## src/sv/bps_pkg.sv

```systemverilog
// Package for the battery pack supervisor: payload structs, register indexes,
// state codes and fixed constants. It depends on nothing else.
package bps_pkg;

  localparam int unsigned NumCfgRegs = 8;
  localparam int unsigned CfgIdxW    = $clog2(NumCfgRegs);
  localparam int unsigned CfgDataW   = 13;

  localparam logic signed [8:0] WarnTempOffset = 9'sd5;

  localparam int unsigned AlarmOvBit = 2;
  localparam int unsigned AlarmUvBit = 4;
  localparam int unsigned AlarmOtBit = 6;

  localparam logic [7:0] InverterRun = 8'd1;

  typedef enum logic [CfgIdxW-1:0] {
    CFG_OVER_VOLTAGE  = 3'd0,
    CFG_UNDER_VOLTAGE = 3'd1,
    CFG_BALANCE_START = 3'd2,
    CFG_BALANCE_HYST  = 3'd3,
    CFG_OVER_TEMP     = 3'd4,
    CFG_UNDER_TEMP    = 3'd5,
    CFG_CELL_GAP      = 3'd6,
    CFG_WARN_OFFSET   = 3'd7
  } cfg_idx_e;

  typedef enum logic [2:0] {
    PS_BOOT      = 3'd0,
    PS_READY     = 3'd1,
    PS_PRECHARGE = 3'd2,
    PS_DRIVE     = 3'd3,
    PS_CHARGE    = 3'd4,
    PS_ERROR     = 3'd5
  } pack_state_e;

  typedef enum logic [5:0] {
    MODE_BOOT      = 6'b000001,
    MODE_READY     = 6'b000010,
    MODE_PRECHARGE = 6'b000100,
    MODE_DRIVE     = 6'b001000,
    MODE_CHARGE    = 6'b010000,
    MODE_ERROR     = 6'b100000
  } mode_e;

  typedef struct packed {
    logic [12:0]        over_voltage_mv;
    logic [12:0]        under_voltage_mv;
    logic [12:0]        balance_start_mv;
    logic [9:0]         balance_hyst_mv;
    logic signed [7:0]  over_temp_c;
    logic signed [7:0]  under_temp_c;
    logic [9:0]         cell_gap_mv;
    logic [9:0]         warn_volt_offset_mv;
  } cfg_t;

  typedef struct packed {
    logic [12:0]       high_cell_mv;
    logic [12:0]       low_cell_mv;
    logic signed [7:0] high_temp_c;
    logic signed [7:0] low_temp_c;
    logic              charge_enabled;
    logic              drive_enabled;
    logic [7:0]        inverter_status;
    logic              charge_done;
    logic              cell_count_ok;
    logic              fault;
  } in_t;

  typedef struct packed {
    logic [2:0] pack_state;
    logic       balance_active;
    logic [7:0] alarm_volt_temp;
    logic       alarm_low_temp;
    logic       alarm_imbalance;
    logic [7:0] warn_volt_temp;
    logic       warn_low_temp;
  } out_t;

endpackage

```

## src/sv/battery_pack_supervisor_top.sv

```systemverilog
// Battery pack supervisor: threshold alarms, warnings, pack state and balancing.
// Depends on bps_pkg for payload structs, register indexes and state codes.
//
//   channel  signals                                  direction  moves
//   in       in_valid_i, in_ready_o, in_data_i        to block   one tick word
//   out      out_valid_o, out_ready_i, out_data_o     from block one result word
//   cfg      cfg_valid_i, cfg_ready_o, cfg_index_i,   to block   one register word
//            cfg_data_i
//
// A word is captured in an input register and its result is then registered in the result
// register; one word is taken per cycle unless the result register is held.
// The pack state and balancing flag advance when a word moves into the result register.
// Reset loads the default thresholds and puts the pack in Boot; cfg is always ready.
// When the result register is held, a word in the input register holds and in_ready_o falls.
module battery_pack_supervisor_top (
  input  logic                           clk_i,
  input  logic                           rst_ni,
  input  logic                           in_valid_i,
  output logic                           in_ready_o,
  input  bps_pkg::in_t                   in_data_i,
  output logic                           out_valid_o,
  input  logic                           out_ready_i,
  output bps_pkg::out_t                  out_data_o,
  input  logic                           cfg_valid_i,
  output logic                           cfg_ready_o,
  input  bps_pkg::cfg_idx_e              cfg_index_i,
  input  logic [bps_pkg::CfgDataW-1:0]   cfg_data_i
);
  import bps_pkg::*;

  cfg_t  cfg_q;
  in_t   in_q;
  logic  in_valid_q;
  out_t  res_q, res_d;
  logic  res_valid_q;
  mode_e mode_q, mode_d;
  logic  bal_q, bal_d;
  logic  res_load;

  logic [13:0]        low_plus_hyst;
  logic [13:0]        uv_plus_woff;
  logic signed [14:0] ov_minus_woff;
  logic signed [13:0] spread;
  logic signed [8:0]  ot_warn;
  logic signed [8:0]  ut_warn;
  logic               closed;
  logic               chg;
  logic               drv;
  logic               high_over_bstart;
  logic [2:0]         state_code;

  assign cfg_ready_o = 1'b1;
  assign res_load    = in_valid_q && (!res_valid_q || out_ready_i);
  assign in_ready_o  = !in_valid_q || res_load;
  assign out_valid_o = res_valid_q;
  assign out_data_o  = res_q;

  always_ff @(posedge clk_i or negedge rst_ni) begin
    if (!rst_ni) begin
      cfg_q.over_voltage_mv     <= 13'd4200;
      cfg_q.under_voltage_mv    <= 13'd3000;
      cfg_q.balance_start_mv    <= 13'd3900;
      cfg_q.balance_hyst_mv     <= 10'd40;
      cfg_q.over_temp_c         <= 8'sd65;
      cfg_q.under_temp_c        <= -8'sd10;
      cfg_q.cell_gap_mv         <= 10'd200;
      cfg_q.warn_volt_offset_mv <= 10'd100;
    end else if (cfg_valid_i) begin
      unique case (cfg_index_i)
        CFG_OVER_VOLTAGE:  cfg_q.over_voltage_mv     <= cfg_data_i;
        CFG_UNDER_VOLTAGE: cfg_q.under_voltage_mv    <= cfg_data_i;
        CFG_BALANCE_START: cfg_q.balance_start_mv    <= cfg_data_i;
        CFG_BALANCE_HYST:  cfg_q.balance_hyst_mv     <= cfg_data_i[9:0];
        CFG_OVER_TEMP:     cfg_q.over_temp_c         <= cfg_data_i[7:0];
        CFG_UNDER_TEMP:    cfg_q.under_temp_c        <= cfg_data_i[7:0];
        CFG_CELL_GAP:      cfg_q.cell_gap_mv         <= cfg_data_i[9:0];
        CFG_WARN_OFFSET:   cfg_q.warn_volt_offset_mv <= cfg_data_i[9:0];
      endcase
    end
  end

  always_ff @(posedge clk_i or negedge rst_ni) begin
    if (!rst_ni) begin
      in_valid_q  <= 1'b0;
      res_valid_q <= 1'b0;
      mode_q      <= MODE_BOOT;
      bal_q       <= 1'b0;
    end else begin
      if (in_ready_o) begin
        in_valid_q <= in_valid_i;
      end
      if (res_load) begin
        res_valid_q <= 1'b1;
        mode_q      <= mode_d;
        bal_q       <= bal_d;
      end else if (out_ready_i) begin
        res_valid_q <= 1'b0;
      end
    end
  end

  always_ff @(posedge clk_i) begin
    if (in_valid_i && in_ready_o) begin
      in_q <= in_data_i;
    end
    if (res_load) begin
      res_q <= res_d;
    end
  end

  assign low_plus_hyst    = {1'b0, in_q.low_cell_mv} + {4'd0, cfg_q.balance_hyst_mv};
  assign uv_plus_woff     = {1'b0, cfg_q.under_voltage_mv} + {4'd0, cfg_q.warn_volt_offset_mv};
  assign ov_minus_woff    = $signed({2'b00, cfg_q.over_voltage_mv})
                            - $signed({5'd0, cfg_q.warn_volt_offset_mv});
  assign spread           = $signed({1'b0, in_q.high_cell_mv})
                            - $signed({1'b0, in_q.low_cell_mv});
  assign ot_warn          = 9'(cfg_q.over_temp_c) - WarnTempOffset;
  assign ut_warn          = 9'(cfg_q.under_temp_c) + WarnTempOffset;
  assign closed           = in_q.inverter_status == InverterRun;
  assign chg              = in_q.charge_enabled;
  assign drv              = in_q.drive_enabled;
  assign high_over_bstart = in_q.high_cell_mv > cfg_q.balance_start_mv;

  always_comb begin
    mode_d = mode_q;
    bal_d  = bal_q;
    unique case (mode_q)
      MODE_BOOT: begin
        mode_d = MODE_READY;
      end
      MODE_READY: begin
        if (chg || drv) begin
          mode_d = MODE_PRECHARGE;
        end
        bal_d = high_over_bstart && ({1'b0, in_q.high_cell_mv} > low_plus_hyst);
      end
      MODE_PRECHARGE: begin
        priority if (chg && closed) begin
          mode_d = MODE_CHARGE;
        end else if (drv && closed) begin
          mode_d = MODE_DRIVE;
        end else begin
          mode_d = MODE_PRECHARGE;
        end
      end
      MODE_DRIVE: begin
        mode_d = MODE_DRIVE;
      end
      MODE_CHARGE: begin
        if (!chg || !closed || in_q.charge_done) begin
          mode_d = MODE_READY;
        end
        bal_d = high_over_bstart;
      end
      default: begin
        if ((in_q.low_cell_mv >= cfg_q.under_voltage_mv) && in_q.cell_count_ok) begin
          mode_d = MODE_READY;
        end
        bal_d = 1'b0;
      end
    endcase
    if (in_q.fault) begin
      mode_d = MODE_ERROR;
    end
  end

  always_comb begin
    unique case (mode_d)
      MODE_BOOT:      state_code = PS_BOOT;
      MODE_READY:     state_code = PS_READY;
      MODE_PRECHARGE: state_code = PS_PRECHARGE;
      MODE_DRIVE:     state_code = PS_DRIVE;
      MODE_CHARGE:    state_code = PS_CHARGE;
      default:        state_code = PS_ERROR;
    endcase
  end

  always_comb begin
    res_d                 = '0;
    res_d.pack_state      = state_code;
    res_d.balance_active  = bal_d;
    res_d.alarm_volt_temp[AlarmOvBit] = in_q.high_cell_mv > cfg_q.over_voltage_mv;
    res_d.alarm_volt_temp[AlarmUvBit] = in_q.low_cell_mv < cfg_q.under_voltage_mv;
    res_d.alarm_volt_temp[AlarmOtBit] = in_q.high_temp_c > cfg_q.over_temp_c;
    res_d.alarm_low_temp  = in_q.low_temp_c < cfg_q.under_temp_c;
    res_d.alarm_imbalance = spread > $signed({4'd0, cfg_q.cell_gap_mv});
    res_d.warn_volt_temp[AlarmOvBit] = $signed({2'b00, in_q.high_cell_mv}) > ov_minus_woff;
    res_d.warn_volt_temp[AlarmUvBit] = {1'b0, in_q.low_cell_mv} < uv_plus_woff;
    res_d.warn_volt_temp[AlarmOtBit] = 9'(in_q.high_temp_c) > ot_warn;
    res_d.warn_low_temp   = 9'(in_q.low_temp_c) < ut_warn;
  end

endmodule

```

## config.mk

```make
export PLATFORM = sky130hd
export DESIGN_NAME = battery_pack_supervisor_top
export DESIGN_NICKNAME = d
export VERILOG_FILES = /design/src/sv/bps_pkg.sv /design/src/sv/battery_pack_supervisor_top.sv
export SDC_FILE = /design/constraint.sdc
export NUM_CORES = 1
export LEC_CHECK = 0
export ABC_AREA = 1
export BUFFER_PORTS_ARGS = -buffer_cell sky130_fd_sc_hd__clkbuf_2
export CORE_MARGIN = 2
export CORE_UTILIZATION = 55
export DETAILED_ROUTE_END_ITERATION = 7
export PLACE_DENSITY = 0.78
export SLEW_MARGIN = 40
export SYNTH_ARGS = -nofsm -noshare
export SYNTH_HDL_FRONTEND = slang
export SYNTH_SLANG_ARGS = --single-unit
```

## constraint.sdc

```tcl
create_clock -name clk_i -period 2.8 [get_ports clk_i]
set_input_delay 0.42 -clock clk_i [delete_from_list [all_inputs] [get_ports clk_i]]
set_output_delay 0.42 -clock clk_i [all_outputs]
set_load 0.05 [all_outputs]
```

Word-level counts from Yosys, hierarchy flattened --
Cells that the tools add are included.
Cells by class: eq/ne operators 18, reductions and logical operators 26, add/subtract/negate cells 6, magnitude comparators 12, multiplexer cells 11
Operators by type and width (count):
- $pmux 6 s5 | 1
- $add 13x10->14 | 2
- $gt 13x13->1 | 2
- $mux 6 | 4
- $reduce_and 2->1 | 8
- $pmux 3 s5 | 1
- $gt 13x14->1 | 1
- $gt 14x11->1 | 1
- $gt 14x14->1 | 1
- $lt 13x14->1 | 1
- $sub 13x10->14 | 1
- $sub 13x13->14 | 1
- $ge 13x13->1 | 1
- $lt 13x13->1 | 1
- $eq 3x3->1 const B | 4
- $eq 6x1->1 const B | 2
- $eq 6x2->1 const B | 2
- $eq 6x3->1 const B | 2
- $eq 6x4->1 const B | 2
- $eq 6x5->1 const B | 2
- $add 8x4->9 const B | 1
- $gt 8x9->1 | 1
- $lt 8x9->1 | 1
- $sub 8x4->9 const B | 1
- 15 further kinds | 29
Word-level totals: output and inout bits 26, register bits after elaboration 162

Logic depth before layout (Yosys ltp) --
Gate-level depths: netlist of the first run.
depth after elaboration 9, mapped depth 21, depth with buffers taken out 21

Least setup slack after synthesis of the first run --
Ideal clock, no wire load.
path kind register to register, start register in_q[30] (netlist bit), end register res_q (netlist bit out_data_o[19]) (data pin), arrival 2.636 ns, buffers on the path 0, period minus slack after synthesis 2.897 ns, slack -0.097 ns, cell stages (with the launch flop) 19, cells stage by stage edfxtp_1 > ha_1 > nand3_1 > nand2_1 > a21oi_1 > o21ai_1 > nand3_1 > o21bai_1 > nand3_1 > nand2_1 > xor2_1 > ha_1 > a21oi_1 > nor2_1 > nor2_1 > a21boi_0 > o21ai_0 > nand2_1 > nand2_1
On the way: cells in the longest elaborated chain, start to end 4
Ends and longest elaborated chain:
- from (decl) | line battery_pack_supervisor_top.sv:32 | in_t in_q;
- from (signal assigned) | line battery_pack_supervisor_top.sv:104 | in_q <= in_data_i;
- $add 13x10->14 | line battery_pack_supervisor_top.sv:111 | assign low_plus_hyst = {1'b0, in_q.low_cell_mv} + {4'd0, cfg_q.balance_hyst_mv};
- $gt 13x14->1 | line battery_pack_supervisor_top.sv:135 | bal_d = high_over_bstart && ({1'b0, in_q.high_cell_mv} > low_plus_hyst);
- $logic_and 1x1->1 | line battery_pack_supervisor_top.sv:135
- $pmux 1 s3 | line battery_pack_supervisor_top.sv:127 | unique case (mode_q)
- named net bal_d | line battery_pack_supervisor_top.sv:37 | logic bal_q, bal_d;
- to (signal assigned) | line battery_pack_supervisor_top.sv:107 | res_q <= res_d;
- to (decl) | line battery_pack_supervisor_top.sv:34 | out_t res_q, res_d;
The timed path passes the listed nets, and every way through them passes these cells. A chain may end at the register's enable or synchronous reset.

==> flow_metrics.py, run 1 <==
metrics = {
    "status": {
        "run_status": "complete, but fails checks",
        "failed_checks": "negative setup slack",
    },
    "clock_tree": {
        "cts-buffers-inserted": 17,
        "clock_tree_from_tritoncts": "yes",
        "clock-sinks": 162,
        "clk_transition_reported_paths_ns": 0.07,
        "htree_num_levels": 4,
        "cts-root-to-sink-buffers": 2,
        "worstSkewPairLatency_ns": 0.43,
        "root_buffer_master": "sky130_fd_sc_hd__clkbuf_16",
    },
    "worst_hold_path": {
        "timing.hold.worst.class": "in -> reg",
    },
    "finish": {
        "layout-area-overhead-vs-synth_pct": 20.4,
        "mostFrequentLayoutCell": "sky130_fd_sc_hd__nand2_1",
        "antennaDiodeCount": 0,
        "most-common-layout-cells": "sky130_fd_sc_hd__nand2_1 (232), sky130_fd_sc_hd__inv_1 (169), sky130_fd_sc_hd__ha_1 (158), sky130_fd_sc_hd__o21ai_0 (117)",
        "post_route_cells_drive_above_1_share": 0.230,
        "fin_util": 0.680,
        "finalNetCount": 1685,
    },
    "place": {
        "place_congestion": 0.880,
        "place.port_buffers": 90,
        "hpwl_mm": 21.2,
    },
    "sta": {
        "worst-slew-pin-transition_ns": 0.764,
        "rsz0062_at_grt": "yes",
        "setup_total_negative_slack_ns": -0.693,
        "clock_skew_ns": 0.00667,
        "final_period_util": 1.07,
        "slew_violations": 0,
        "setup_violations": 4,
        "maxSlewHeadroom": 0.489,
        "final_critical_path_setup_slack_ns": -0.191,
        "final.min_clock_period_ns": 2.99,
        "clock.fmax_mhz": 334,
        "hold_viol": 0,
    },
    "grt": {
        "grt_pass1_wl_mm": 45.7,
        "first_global_vias": 9342,
        "antenna_found_initial": 0,
        "grt_start_max_net_pins": 43,
        "global_route.overflow_total": 0,
        "combined_global_route_utilization_of_all_metal_layers": 0.271,
    },
    "pwr": {
        "total_switching_power_mw": 3.96,
        "pwr_density_cell_nw_per_um2": 765,
        "power.clock.fraction": 0.232,
        "vdd.ir_drop.worst_uv": 520,
        "power.combinational.fraction": 0.447,
        "flop_pwr_share": 0.321,
        "power.share.switching": 0.389,
        "intPower_mw": 6.22,
        "power.leakage_nw": 6.53,
    },
    "yosys": {
        "netlist-cell-type-count": 51,
        "synth_flop_cell": "sky130_fd_sc_hd__edfxtp_1",
        "yosys_warnings": 0,
        "synth_seq_area_share": 0.402,
        "synth_seq_cells": 162,
        "synth-edff-count": 68,
        "post_synth_inst_count": 1255,
        "mappedNetlistArea_sq_um": 11100,
        "synthesis.area_per_instance_sq_um": 8.81,
        "postSynth.asyncResetShare": 0.580,
    },
    "drt": {
        "detail_route.first_pass.iterations": 5,
        "num_vias": 9360,
        "detail_route.wirelength_mm": 28.0,
        "postRouteAntennaNets": 0,
        "route.detailed.vias_per_inst": 5.45,
        "wl_per_cell_um": 16.3,
        "post-route-drc-count": 0,
        "initialDrtViolationCount": 666,
    },
    "setup_path": {
        "critPathRequiredTime_ns": 3.09,
        "path_max_fanout": 3,
        "timing.critical_path.to_type": "flop",
        "worstPathArrival_ns": 3.28,
        "worstSetupStartpointType": "flop",
        "timing.setup.critical_path_class": "reg -> reg",
    },
    "die": {
        "die_w_um": 146,
        "floorplan.core_area_sq_um": 19600,
        "initial_core_utilization": 0.564,
        "floorplan.die_area_sq_um": 21200,
        "die_height_um": 146,
        "design.portCount": 102,
        "std_cell_rows": 51,
    },
    "job": {
        "max_cap_violations": 0,
    },
}
-- synth_stat cells (4+ instances only) --
master                       n  area (sq um)
sky130_fd_sc_hd__xor2_1     40           350
sky130_fd_sc_hd__a31oi_1     4          25.0
sky130_fd_sc_hd__dfrtp_1    58          1450
sky130_fd_sc_hd__o21ai_0   128           641
sky130_fd_sc_hd__nand3_1    39           195
sky130_fd_sc_hd__clkbuf_1   14          52.6
sky130_fd_sc_hd__o21ai_1     4          20.0
sky130_fd_sc_hd__xnor2_1    15           131
sky130_fd_sc_hd__nand4_1    16           100
sky130_fd_sc_hd__edfxtp_1   68          2040
sky130_fd_sc_hd__dfstp_2    36           946
sky130_fd_sc_hd__a21oi_1    78           390
sky130_fd_sc_hd__inv_2       4          15.0
sky130_fd_sc_hd__nor2_1     67           251
sky130_fd_sc_hd__buf_4      11          82.6
sky130_fd_sc_hd__fa_1        4          80.1
sky130_fd_sc_hd__a211oi_1    9          67.6
sky130_fd_sc_hd__nand2_2     7          43.8
sky130_fd_sc_hd__o211ai_1    5          37.5
sky130_fd_sc_hd__ha_1      164          2050
sky130_fd_sc_hd__nand2_1   239           897
sky130_fd_sc_hd__a21o_1      6          45.0
sky130_fd_sc_hd__inv_1     172           646
sky130_fd_sc_hd__nor2_2     10          62.6
sky130_fd_sc_hd__nand3_2     5          50.1
sky130_fd_sc_hd__nor3_1     15          75.1
-- power by group through the flow --
| stage | clock network, mW | registers [mW] | logic [mW] |
|---|---|---|---|
| finish | 2.36 | 3.27 | 4.55 |
| global route | 2.50 | 3.31 | 5.10 |
| CTS | 2.37 | 3.26 | 4.42 |
| detailed placement | 0 | 3.29 | 4.16 |
| global placement | 0 | 3.28 | 3.98 |
| floorplan | 0 | 3.38 | 2.82 |
-- routing by layer --
| metal | GRT usage | part of all wire | wire length, um | vias to the layer above |
|---|---|---|---|---|
| li1 | - | - | - | 4597 |
| met1 | 0.358 | 0.44 | 12200 | 4409 |
| met2 | 0.457 | 0.48 | 13400 | 293 |
| met3 | 0.0436 | 0.058 | 1610 | 61 |
| met4 | 0.0907 | 0.028 | 798 | 0 |
| met5 | 0 | 0 | 0 | - |
-- cells by family after synthesis --
group / synth area share
buffers and inverters: 0.0731
other: 0.000679
AO/OA/AOI/OAI: 0.124
adder cells (fa/ha/maj): 0.193
XOR/XNOR: 0.0436
AND/OR/NAND/NOR: 0.164
flip-flops: 0.402
-- timing repair --
| action | 4_1_cts | 5_1_grt |
|---|---|---|
| resized for setup | 48 | 13 |
| pin swaps | 33 | 20 |
| setup endpoints to repair | 5 | 5 |
| hold buffers | 1 | 0 |
| endpoints found under the hold margin | 19 | 0 |
| buffers inserted | 10 | 3 |
-- state kept, by name, summed over array words and instances, names as in the netlist, 6 cells and up --
signal	cells
cfg_q	85
mode_q	6
in_q	53
out_data_o	13
-- through the flow --
| step | hold slack [ns] | cell area (sq um) | instances | power, mW | setup WS [ns] |
|---|---|---|---|---|---|
| finish | 0.155 | 13300 | 1719 | 10.2 | -0.191 |
| global route | 0.140 | 13300 | 1719 | 10.9 | -0.393 |
| CTS | 0.144 | 13200 | 1716 | 10.1 | -0.178 |
| detailed placement | 0.384 | 12400 | 1673 | 7.45 | -0.224 |
| global placement | 0.387 | 12400 | 1673 | 7.26 | -0.148 |
| floorplan | 0.124 | 11100 | 1264 | 6.19 | -0.0563 |
-- path summary, 6_finish.rpt --
kind	slack, ns	cells past startpoint	startpoint	to
max in group asynchronous	1.62	3	rst_ni	mode_q[0]
worst max-delay path	-0.19	18	cfg_q[2]	out_data_o[3]
worst min register to register	0.49	2	cfg_q[53]	cfg_q[53]
worst min-delay path	0.15	1	in_data_i[14]	in_q[14]
min in group asynchronous	0.47	2	rst_ni	cfg_q[37]
worst max register to register	-0.19	18	cfg_q[2]	out_data_o[3]
-- cell type report --
cell class / instances / area [sq um]
clock buffer: 19 / 433
clock inverter: 13 / 151
fill: 1517 / 6280
inverter: 178 / 673
multi-input combinational: 899 / 6100
sequential: 162 / 4440
tap: 265 / 332
timing repair buffer: 183 / 1190
-- worst max-delay path, cell delays in order (launching register included) --
cell and delay, ns:
sky130_fd_sc_hd__dfstp_2 0.55, sky130_fd_sc_hd__inv_2 0.05, sky130_fd_sc_hd__ha_4 0.22, sky130_fd_sc_hd__a21oi_2 0.12, sky130_fd_sc_hd__nand2_1 0.10, sky130_fd_sc_hd__a21oi_2 0.15, sky130_fd_sc_hd__o21bai_2 0.09, sky130_fd_sc_hd__buf_4 0.14
sky130_fd_sc_hd__xor2_1 0.13, sky130_fd_sc_hd__ha_1 0.33, sky130_fd_sc_hd__nand2_1 0.11, sky130_fd_sc_hd__buf_4 0.15, sky130_fd_sc_hd__o211ai_1 0.21, sky130_fd_sc_hd__nand2_1 0.07, sky130_fd_sc_hd__nand3_1 0.08, sky130_fd_sc_hd__nand2_1 0.06
sky130_fd_sc_hd__a21boi_1 0.12, sky130_fd_sc_hd__o21ai_1 0.08, sky130_fd_sc_hd__o21ai_1 0.07
No activity file was read; power rests on OpenSTA's default activity.
==> inputs of run 2 (changes only) <==
--- a/config.mk
+++ b/config.mk
@@ -8,9 +8,8 @@
 export ABC_AREA = 1
 export BUFFER_PORTS_ARGS = -buffer_cell sky130_fd_sc_hd__clkbuf_2
 export CORE_MARGIN = 2
-export CORE_UTILIZATION = 55
+export CORE_UTILIZATION = 35
 export DETAILED_ROUTE_END_ITERATION = 7
-export PLACE_DENSITY = 0.78
 export SLEW_MARGIN = 40
 export SYNTH_ARGS = -nofsm -noshare
 export SYNTH_HDL_FRONTEND = slang
==> flow_metrics.py, run 2 (synthesis results as in run 1) <==
metrics = {
    "status": {
        "run_status": "complete, but fails checks",
        "failed_checks": "negative setup slack",
    },
    "drt": {
        "detail_route.first_pass.iterations": 5,
        "wl_per_cell_um": 15.2,
        "num_vias": 9138,
        "post-route-drc-count": 0,
        "route.detailed.vias_per_inst": 4.88,
        "detail_route.wirelength_mm": 28.4,
        "postRouteAntennaNets": 0,
        "initialDrtViolationCount": 469,
    },
    "clock_tree": {
        "root_buffer_master": "sky130_fd_sc_hd__clkbuf_16",
        "htree_num_levels": 4,
        "cts-buffers-inserted": 17,
        "clock_tree_from_tritoncts": "yes",
        "clock-sinks": 162,
        "worstSkewPairLatency_ns": 0.45,
        "cts-root-to-sink-buffers": 2,
        "clk_transition_reported_paths_ns": 0.08,
    },
    "finish": {
        "finalNetCount": 1702,
        "filler_cell_count": 3038,
        "antennaDiodeCount": 0,
        "fin_cells": 1873,
        "mostFrequentLayoutCell": "sky130_fd_sc_hd__nand2_1",
        "largest_reg_flops": 85,
        "layout-area-overhead-vs-synth_pct": 24.1,
        "area_of_all_sequential_standard_cells_sq_um": 4440,
        "footprint_of_the_multi_input_gates_sq_um": 6140,
        "post_route_cells_drive_above_1_share": 0.249,
        "top_register": "cfg_q",
        "area_of_all_placed_cells_without_fillers_sq_um": 13700,
        "most-common-layout-cells": "sky130_fd_sc_hd__nand2_1 (231), sky130_fd_sc_hd__inv_1 (168), sky130_fd_sc_hd__ha_1 (155), sky130_fd_sc_hd__o21ai_0 (116), sky130_fd_sc_hd__buf_4 (107)",
    },
    "sta": {
        "slew_violations": 0,
        "final_critical_path_setup_slack_ns": -0.227,
        "clock.fmax_mhz": 330,
        "hold_viol": 0,
        "final.min_clock_period_ns": 3.03,
        "final.hold.worst_slack_ns": 0.141,
        "rsz0062_at_grt": "yes",
        "clock_skew_ns": 0.0155,
        "worst-slew-pin-transition_ns": 0.751,
        "setup_violations": 4,
        "maxSlewHeadroom": 0.498,
        "final_period_util": 1.08,
    },
    "setup_path": {
        "timing.setup.critical_path_class": "reg -> reg",
        "worstPathArrival_ns": 3.23,
        "cp_common_cell": "sky130_fd_sc_hd__nor2_1",
        "cp_slowest_stage_delay_ns": 0.44,
        "critical-path-slowest-cell": "sky130_fd_sc_hd__edfxtp_1",
        "timing.critical_path.to_type": "flop",
        "path_max_fanout": 3,
        "critPathRequiredTime_ns": 3.00,
        "crit_path_cells": "buf_4 -> ha_2 -> fa_2 -> inv_2 -> a31oi_4 -> o21ai_2 -> xor2_1 -> ha_1 -> nand2_2 -> nor2_1 -> a211oi_2 -> a32o_2 -> nand3_2 -> nor2_1 -> nor2_1",
        "worstSetupStartpointType": "flop",
    },
    "grt": {
        "combined_global_route_utilization_of_all_metal_layers": 0.179,
        "antenna_found_initial": 0,
        "global_route.overflow_total": 0,
        "first_global_vias": 9007,
        "grt_start_max_net_pins": 67,
        "grt_pass1_wl_mm": 45.8,
    },
    "die": {
        "design.portCount": 102,
        "die_height_um": 182,
        "floorplan.core_area_sq_um": 31300,
        "die_w_um": 182,
        "initial_core_utilization": 0.353,
        "floorplan.die_area_sq_um": 33000,
        "std_cell_rows": 65,
    },
    "pwr": {
        "pwr_density_cell_nw_per_um2": 766,
        "fin_total_pwr_mw": 10.5,
        "power.leakage_nw": 6.64,
        "vdd.ir_drop.worst_uv": 484,
    },
    "place": {
        "place_congestion": 0.888,
        "hpwl_mm": 22.1,
        "place.detailed.instances": 1825,
        "place.port_buffers": 90,
        "placedInstanceArea_sq_um": 12700,
        "preCtsSetupSlack_ns": -0.324,
    },
    "job": {
        "max_cap_violations": 0,
    },
    "worst_hold_path": {
        "timing.hold.worst.class": "in -> reg",
    },
}
==> run 2: timing repair <==
| item | in CTS | in global routing |
|---|---|---|
| setup endpoints to repair | 5 | 6 |
| endpoints found under the hold margin | 19 | 0 |
| buffers inserted | 7 | 9 |
| hold buffers | 1 | 0 |
| resized for setup | 35 | 41 |
| pin swaps | 21 | 36 |
==> run 2: worst max-delay path: cells and delay by family (launching register included) <==
family | cells | cell delay (ns)
fa+ha+maj | 3 | 0.80
simple gates | 5 | 0.39
compound gates | 4 | 0.68
flops | 1 | 0.44
xor+xnor | 1 | 0.21
buf+inv | 2 | 0.25
==> run 2: path summary, 6_finish.rpt <==
check                        startpoint       endpoint  slack, ns  cells past startpoint
setup / recovery               in_q[29]  out_data_o[9]      -0.23                     15
hold / removal             in_data_i[6]        in_q[6]       0.14                      1
min in group asynchronous        rst_ni      cfg_q[60]       0.47                      2
max in group asynchronous        rst_ni      cfg_q[27]       1.59                      3
hold reg to reg                   bal_q          bal_q       0.48                      2
setup reg to reg               in_q[29]  out_data_o[9]      -0.23                     15
==> run 2: final cells by class <==
cell class / instances / share of cell area
clock buffers: 19 / 0.0331
clock inverters: 13 / 0.0139
inverters: 178 / 0.0491
multi-input cells: 899 / 0.448
flip-flops and latches: 162 / 0.324
well taps: 402 / 0.0367
repair buffers: 200 / 0.0955
==> run 2: metal layers <==
| layer | routed length, um | global-route usage |
|---|---|---|
| met1 | 13100 | 0.235 |
| met2 | 13700 | 0.307 |
| met3 | 1260 | 0.0303 |
| met4 | 375 | 0.0452 |
| met5 | 0 | 0 |
==> run 2: metrics by stage <==
step / utilization / setup TNS [ns]
finish: 0.438 / -0.768
global route: 0.438 / -1.69
CTS: 0.430 / -0.897
detailed placement: 0.404 / -1.30
global placement: 0.404 / -0.949
floorplan: - / -0.0793
==> run 2: report_power, final <==
group	switching, mW	internal (mW)	leakage [nW]
Combinational	2.61	2.00	4.57
Sequential	0.303	2.96	1.76
Clock	1.12	1.50	0.310
Total	4.04	6.46	6.64
